==> src/design/kpvt_pkg.sv <==
package kpvt_pkg;

    localparam int KEY_W       = 16;
    localparam int STATUS_W    = 3;
    localparam int SLOT_W      = 7;
    localparam int COUNT_W     = 7;
    localparam int ENTRIES_DEF = 96;

    localparam logic [KEY_W-1:0] EMPTY_KEY = {KEY_W{1'b1}};

    // result status codes
    localparam logic [STATUS_W-1:0] ST_UPDATED  = 3'd0;
    localparam logic [STATUS_W-1:0] ST_INSERTED = 3'd1;
    localparam logic [STATUS_W-1:0] ST_REMOVED  = 3'd2;
    localparam logic [STATUS_W-1:0] ST_NOMATCH  = 3'd3;
    localparam logic [STATUS_W-1:0] ST_FULL     = 3'd4;

    // operation that a pass down the cell row performs
    localparam int MODE_W = 2;
    localparam logic [MODE_W-1:0] MODE_REMOVE = 2'd0;  // empty first entry of owner
    localparam logic [MODE_W-1:0] MODE_UPDATE = 2'd1;  // write value of first key match
    localparam logic [MODE_W-1:0] MODE_INSERT = 2'd2;  // fill first empty entry
    localparam logic [MODE_W-1:0] MODE_DETACH = 2'd3;  // empty all matching entries

    typedef struct packed {
        logic [MODE_W-1:0] mode;
        logic [KEY_W-1:0]  owner;
        logic [KEY_W-1:0]  part;
        logic [KEY_W-1:0]  value;
        logic              all_parts;
    } op_t;

endpackage

==> src/design/kpvt_cell.sv <==
module kpvt_cell import kpvt_pkg::*;
#(
    parameter int IDX_W = 7,
    parameter int CNT_W = 7
)
(
    input  logic             clk,
    input  logic             rst_n,
    input  op_t              op,
    input  logic             tok_valid_in,
    input  logic             tok_done_in,
    input  logic [IDX_W-1:0] tok_idx_in,
    input  logic [IDX_W-1:0] tok_first_in,
    input  logic [CNT_W-1:0] tok_count_in,
    output logic             tok_valid_out,
    output logic             tok_done_out,
    output logic [IDX_W-1:0] tok_idx_out,
    output logic [IDX_W-1:0] tok_first_out,
    output logic [CNT_W-1:0] tok_count_out
);

    logic [KEY_W-1:0] owner_reg, owner_next;
    logic [KEY_W-1:0] part_reg, part_next;
    logic [KEY_W-1:0] value_reg, value_next;
    logic             tok_valid_reg;
    logic             tok_done_reg, tok_done_next;
    logic [IDX_W-1:0] tok_idx_reg;
    logic [IDX_W-1:0] tok_first_reg, tok_first_next;
    logic [CNT_W-1:0] tok_count_reg, tok_count_next;
    logic             owner_hit;
    logic             part_hit;
    logic             act;
    logic             count_inc;

    assign owner_hit = (owner_reg == op.owner);
    assign part_hit  = (part_reg == op.part);

    always_comb
    begin
        owner_next = owner_reg;
        part_next  = part_reg;
        value_next = value_reg;
        act        = 1'b0;
        count_inc  = 1'b0;
        unique case (op.mode)
            MODE_REMOVE:
            begin
                act       = owner_hit && !tok_done_in;
                count_inc = act;
                if (act)
                begin
                    owner_next = EMPTY_KEY;
                    part_next  = EMPTY_KEY;
                end
            end
            MODE_UPDATE:
            begin
                act = owner_hit && part_hit && !tok_done_in;
                if (act)
                begin
                    value_next = op.value;
                end
            end
            MODE_INSERT:
            begin
                act = (owner_reg == EMPTY_KEY) && !tok_done_in;
                if (act)
                begin
                    owner_next = op.owner;
                    part_next  = op.part;
                    value_next = op.value;
                end
            end
            MODE_DETACH:
            begin
                act       = owner_hit && (op.all_parts || part_hit);
                count_inc = act;
                if (act)
                begin
                    owner_next = EMPTY_KEY;
                    part_next  = EMPTY_KEY;
                    value_next = EMPTY_KEY;
                end
            end
            default:
            begin
                act = 1'b0;
            end
        endcase
        tok_done_next  = tok_done_in || act;
        tok_first_next = (act && !tok_done_in) ? tok_idx_in : tok_first_in;
        tok_count_next = tok_count_in + CNT_W'(count_inc);
    end

    always_ff @(posedge clk or negedge rst_n)
    begin
        if (!rst_n)
        begin
            owner_reg     <= EMPTY_KEY;
            part_reg      <= EMPTY_KEY;
            value_reg     <= EMPTY_KEY;
            tok_valid_reg <= 1'b0;
        end
        else
        begin
            tok_valid_reg <= tok_valid_in;
            if (tok_valid_in)
            begin
                owner_reg <= owner_next;
                part_reg  <= part_next;
                value_reg <= value_next;
            end
        end
    end

    always_ff @(posedge clk)
    begin
        tok_done_reg  <= tok_done_next;
        tok_idx_reg   <= tok_idx_in + IDX_W'(1);
        tok_first_reg <= tok_first_next;
        tok_count_reg <= tok_count_next;
    end

    assign tok_valid_out = tok_valid_reg;
    assign tok_done_out  = tok_done_reg;
    assign tok_idx_out   = tok_idx_reg;
    assign tok_first_out = tok_first_reg;
    assign tok_count_out = tok_count_reg;

endmodule

==> config.mk <==
export PLATFORM = sky130hd
export DESIGN_NAME = kpvt_cell
export DESIGN_NICKNAME = d
export VERILOG_FILES = /design/src/design/kpvt_pkg.sv /design/src/design/kpvt_cell.sv
export SDC_FILE = /design/constraint.sdc
export NUM_CORES = 1
export LEC_CHECK = 0
export CAP_MARGIN = 10
export CORE_UTILIZATION = 70
export CTS_BUF_LIST = sky130_fd_sc_hd__clkbuf_8
export DETAILED_ROUTE_END_ITERATION = 10
export DONT_BUFFER_PORTS = 1
export PLACE_DENSITY_LB_ADDON = 0.12
export SLEW_MARGIN = 10
export SYNTH_ARGS = -nofsm -noshare
export SYNTH_HDL_FRONTEND = slang
export SYNTH_SLANG_ARGS = --single-unit
==> constraint.sdc <==
create_clock -name clk -period 5.1 [get_ports clk]
set_input_delay 0.51 -clock clk [delete_from_list [all_inputs] [get_ports clk]]
set_output_delay 0.51 -clock clk [all_outputs]
set_load 0.05 [all_outputs]
==> run summary <==
Master cell of the clock root buffer: clkbuf_8. The via count of the first global-routing pass is 1792, and the total die area is 0.00443 sq mm. From synthesis to final layout, the design area changed by 5.61%. The total area inside the core boundary comes to 0.00400 sq mm. In this run, synthesis produced a sequential element count of 55. TritonCTS built the clock tree. The maximum fanout along the worst path came out at 18. The run gives 0 as the number of nets with antenna violations after routing. The library cells used most frequently in the layout, excluding fill and tap cells, are 36 x nand2b_1, 34 x xor2_1, 32 x mux2_2, 32 x dfstp_2, 22 x dfxtp_1. The total wire length after detailed routing was 5.24 mm; the total placed instance area was 0.00296 sq mm.

The post-synth net total came out at 351. The run gives 0.525 as the worst slew slack as a fraction of its limit. The global-route wire length before repair is 8.19 mm.

Nature of the critical path endpoint: a flop. The sequential element share of the synthesized area is 0.447. Worst clock skew: 0.00880 ns. The share of post-route cells with drive strength above 1 works out to 0.287. The pre-antenna-repair detailed-routing pass consisted of 4 iterations. The longest clock path from root to sink contains 2 buffers. The die is 66.6 um wide. Synthesized area: 0.00292 sq mm. The number of antenna violations at the first check in global routing is 0, and the post-detailed-route DRC marker count is 0. The total inserted antenna cells is 0. The peak supply drop is 0.304 mV, and the starting density of the core is 0.730. In this run, distinct cell masters in the synthesized netlist total 30. Entering global routing, the biggest net connects 34 pins. The path category of the worst min-delay check is in2async. The launching element type of the critical path is a flop. After the first detailed-routing iteration, the DRC count stood at 92.

A synthesized cell averages 10.9 sq um. Timing would allow up to 346 MHz. The tools report the detailed placer's ending HPWL as 3.72 mm. The clock period could shrink to 2.89 ns. The data required time at the worst endpoint is 5.34 ns, and the global placer's final weighted congestion is 0.722.

The H-tree was split into 2 levels. Summing over every cut layer, the via total after detailed routing is 1860. The run finished with clean final reports. Pin placement for this block handled 99 I/O pins. The floorplan has 23 rows. The Yosys step of the flow raised 0 warnings. Leaving out fill and tap cells, the most frequent cell in the layout is nand2b_1. The tools report the total global routing track utilization as 0.253. Buffers placed on the I/O ports in this run total 0.

The number of nets at the end of the flow came out at 351. The clock transition time at the flip-flop clock pins of the worst setup and hold paths is 0.09 ns. The floorplan die height is 66.6 um, and the total CTS buffers is 5.

The count of final max-slew check failures was 0. Share of the cycle needed by the critical path after routing: 0.567. For the later-pin clock latency in the skew report, the log shows 0.32 ns.

The class of the most critical setup path is reg2reg. Setup repair after global routing left no endpoint under its margin. The transition time at the pin with the least slew margin works out to 0.711 ns.

Setup total negative slack: 0 ns. Setup violations remaining at the end of the flow were counted as 0. After global routing the overflow that remains totals 0.

In this run the static leakage power is 0.00116 uW. The run gives 0 as the final number of hold-violating endpoints. For the count of cells resized by post-cts repair, the log shows 0. The tool flagged a number of max-cap violations equal to 0. The clock drives 55 sinks. The final routed wire length divided by cell count was 16.5 um; the summed area of non-filler cells in the final layout was 0.00308 sq mm. The data arrival time of the critical path is 3.14 ns, and the via-per-instance ratio is 5.85. The cell count after synthesis was 267.

For this design the ratio of total power to cell area is 330 mW/mm^2.
==> final timing paths <==
path	depth (start not counted)	from	to	slack (ns)
max	7	owner_reg[10]$_DFFE_PN1P_	owner_reg[8]$_DFFE_PN1P_	2.21
min	0	rst_n	owner_reg[11]$_DFFE_PN1P_	0.02
max reg2reg	7	owner_reg[10]$_DFFE_PN1P_	owner_reg[8]$_DFFE_PN1P_	2.21
min reg2reg	1	part_reg[12]$_DFFE_PN1P_	part_reg[12]$_DFFE_PN1P_	0.63
max in group asynchronous	1	rst_n	tok_valid_out$_DFF_PN0_	4.56
min in group clk	0	tok_valid_in	tok_valid_out$_DFF_PN0_	0.21
==> cells in the mapped netlist, drive strengths merged <==
cell,n,area share
ha,8,0.034
or3,7,0.015
nand2b,36,0.077
buf,3,0.0064
nor2,2,0.0026
mux2,32,0.12
dfstp,32,0.29
o21ai,2,0.0034
nor3b,1,0.0026
nand4,5,0.011
nor4,9,0.024
o211a,7,0.024
dfxtp,22,0.15
nand3,8,0.014
nand2,8,0.010
a41oi,2,0.0060
dfrtp,1,0.0086
o32a,1,0.0034
xor2,34,0.10
inv,10,0.013
a21oi,2,0.0034
xnor2,8,0.024
o211ai,1,0.0026
clkbuf,8,0.010
nor3,8,0.014
and2,1,0.0021
and3,2,0.0043
o41ai,7,0.021
==> metal layers <==
metal	up-vias	track usage	wire length (um)
met3	7	0.0873	378
li1	923	-	-
met5	-	0	0
met4	0	0.0931	74
met2	59	0.405	2510
met1	871	0.313	2280
==> cell type report <==
type	instances	area, sq um
inverter	10	37.5
multi-input combinational	191	1530
tap	50	62.6
clock buffer	6	82.6
fill	282	916
timing repair buffer	4	32.5
sequential	55	1310
clock inverter	2	35.0
==> through the flow <==
step	std cells	util	hold slack [ns]	setup WS, ns	power [uW]
4_1_cts	318	0.771	0.0196	2.21	1020
5_1_grt	318	0.771	0.0133	1.93	1060
6_report	318	0.771	0.0235	2.21	1020
3_3_place_gp	309	0.739	0.216	2.15	718
2_1_floorplan	267	-	0.214	2.80	698
3_5_place_dp	309	0.739	0.217	2.16	725
==> worst max-delay path, cell delays in order (launching register included) <==
cell and delay [ns]:
dfstp_2 0.57, xor2_1 0.09, nor4_1 0.34, nand4_1 0.29
o21ai_0 0.24, nand3_1 0.53, buf_4 0.45, mux2_2 0.30
==> where the power goes <==
group	switching [uW]	internal (uW)	total, uW
clock network	141	159	300
registers	75.5	506	581
logic	60.2	76.8	137
total	277	741	1020
==> what timing repair did <==
| item | CTS | global route |
|---|---|---|
| endpoints found under the hold margin | 1 | 0 |
| buffers inserted | 0 | 0 |
| hold buffers | 1 | 0 |
==> kinds of logic after synthesis <==
group,synth area share
and+or+nand+nor,0.176
DFF,0.447
xor gates and xnor gates,0.126
muxes,0.123
AOI/OAI and AO/OA,0.0638
buffers and inverters,0.0296
adders and majority gates,0.0343
Note: power is estimated with default switching activity, not from simulation.
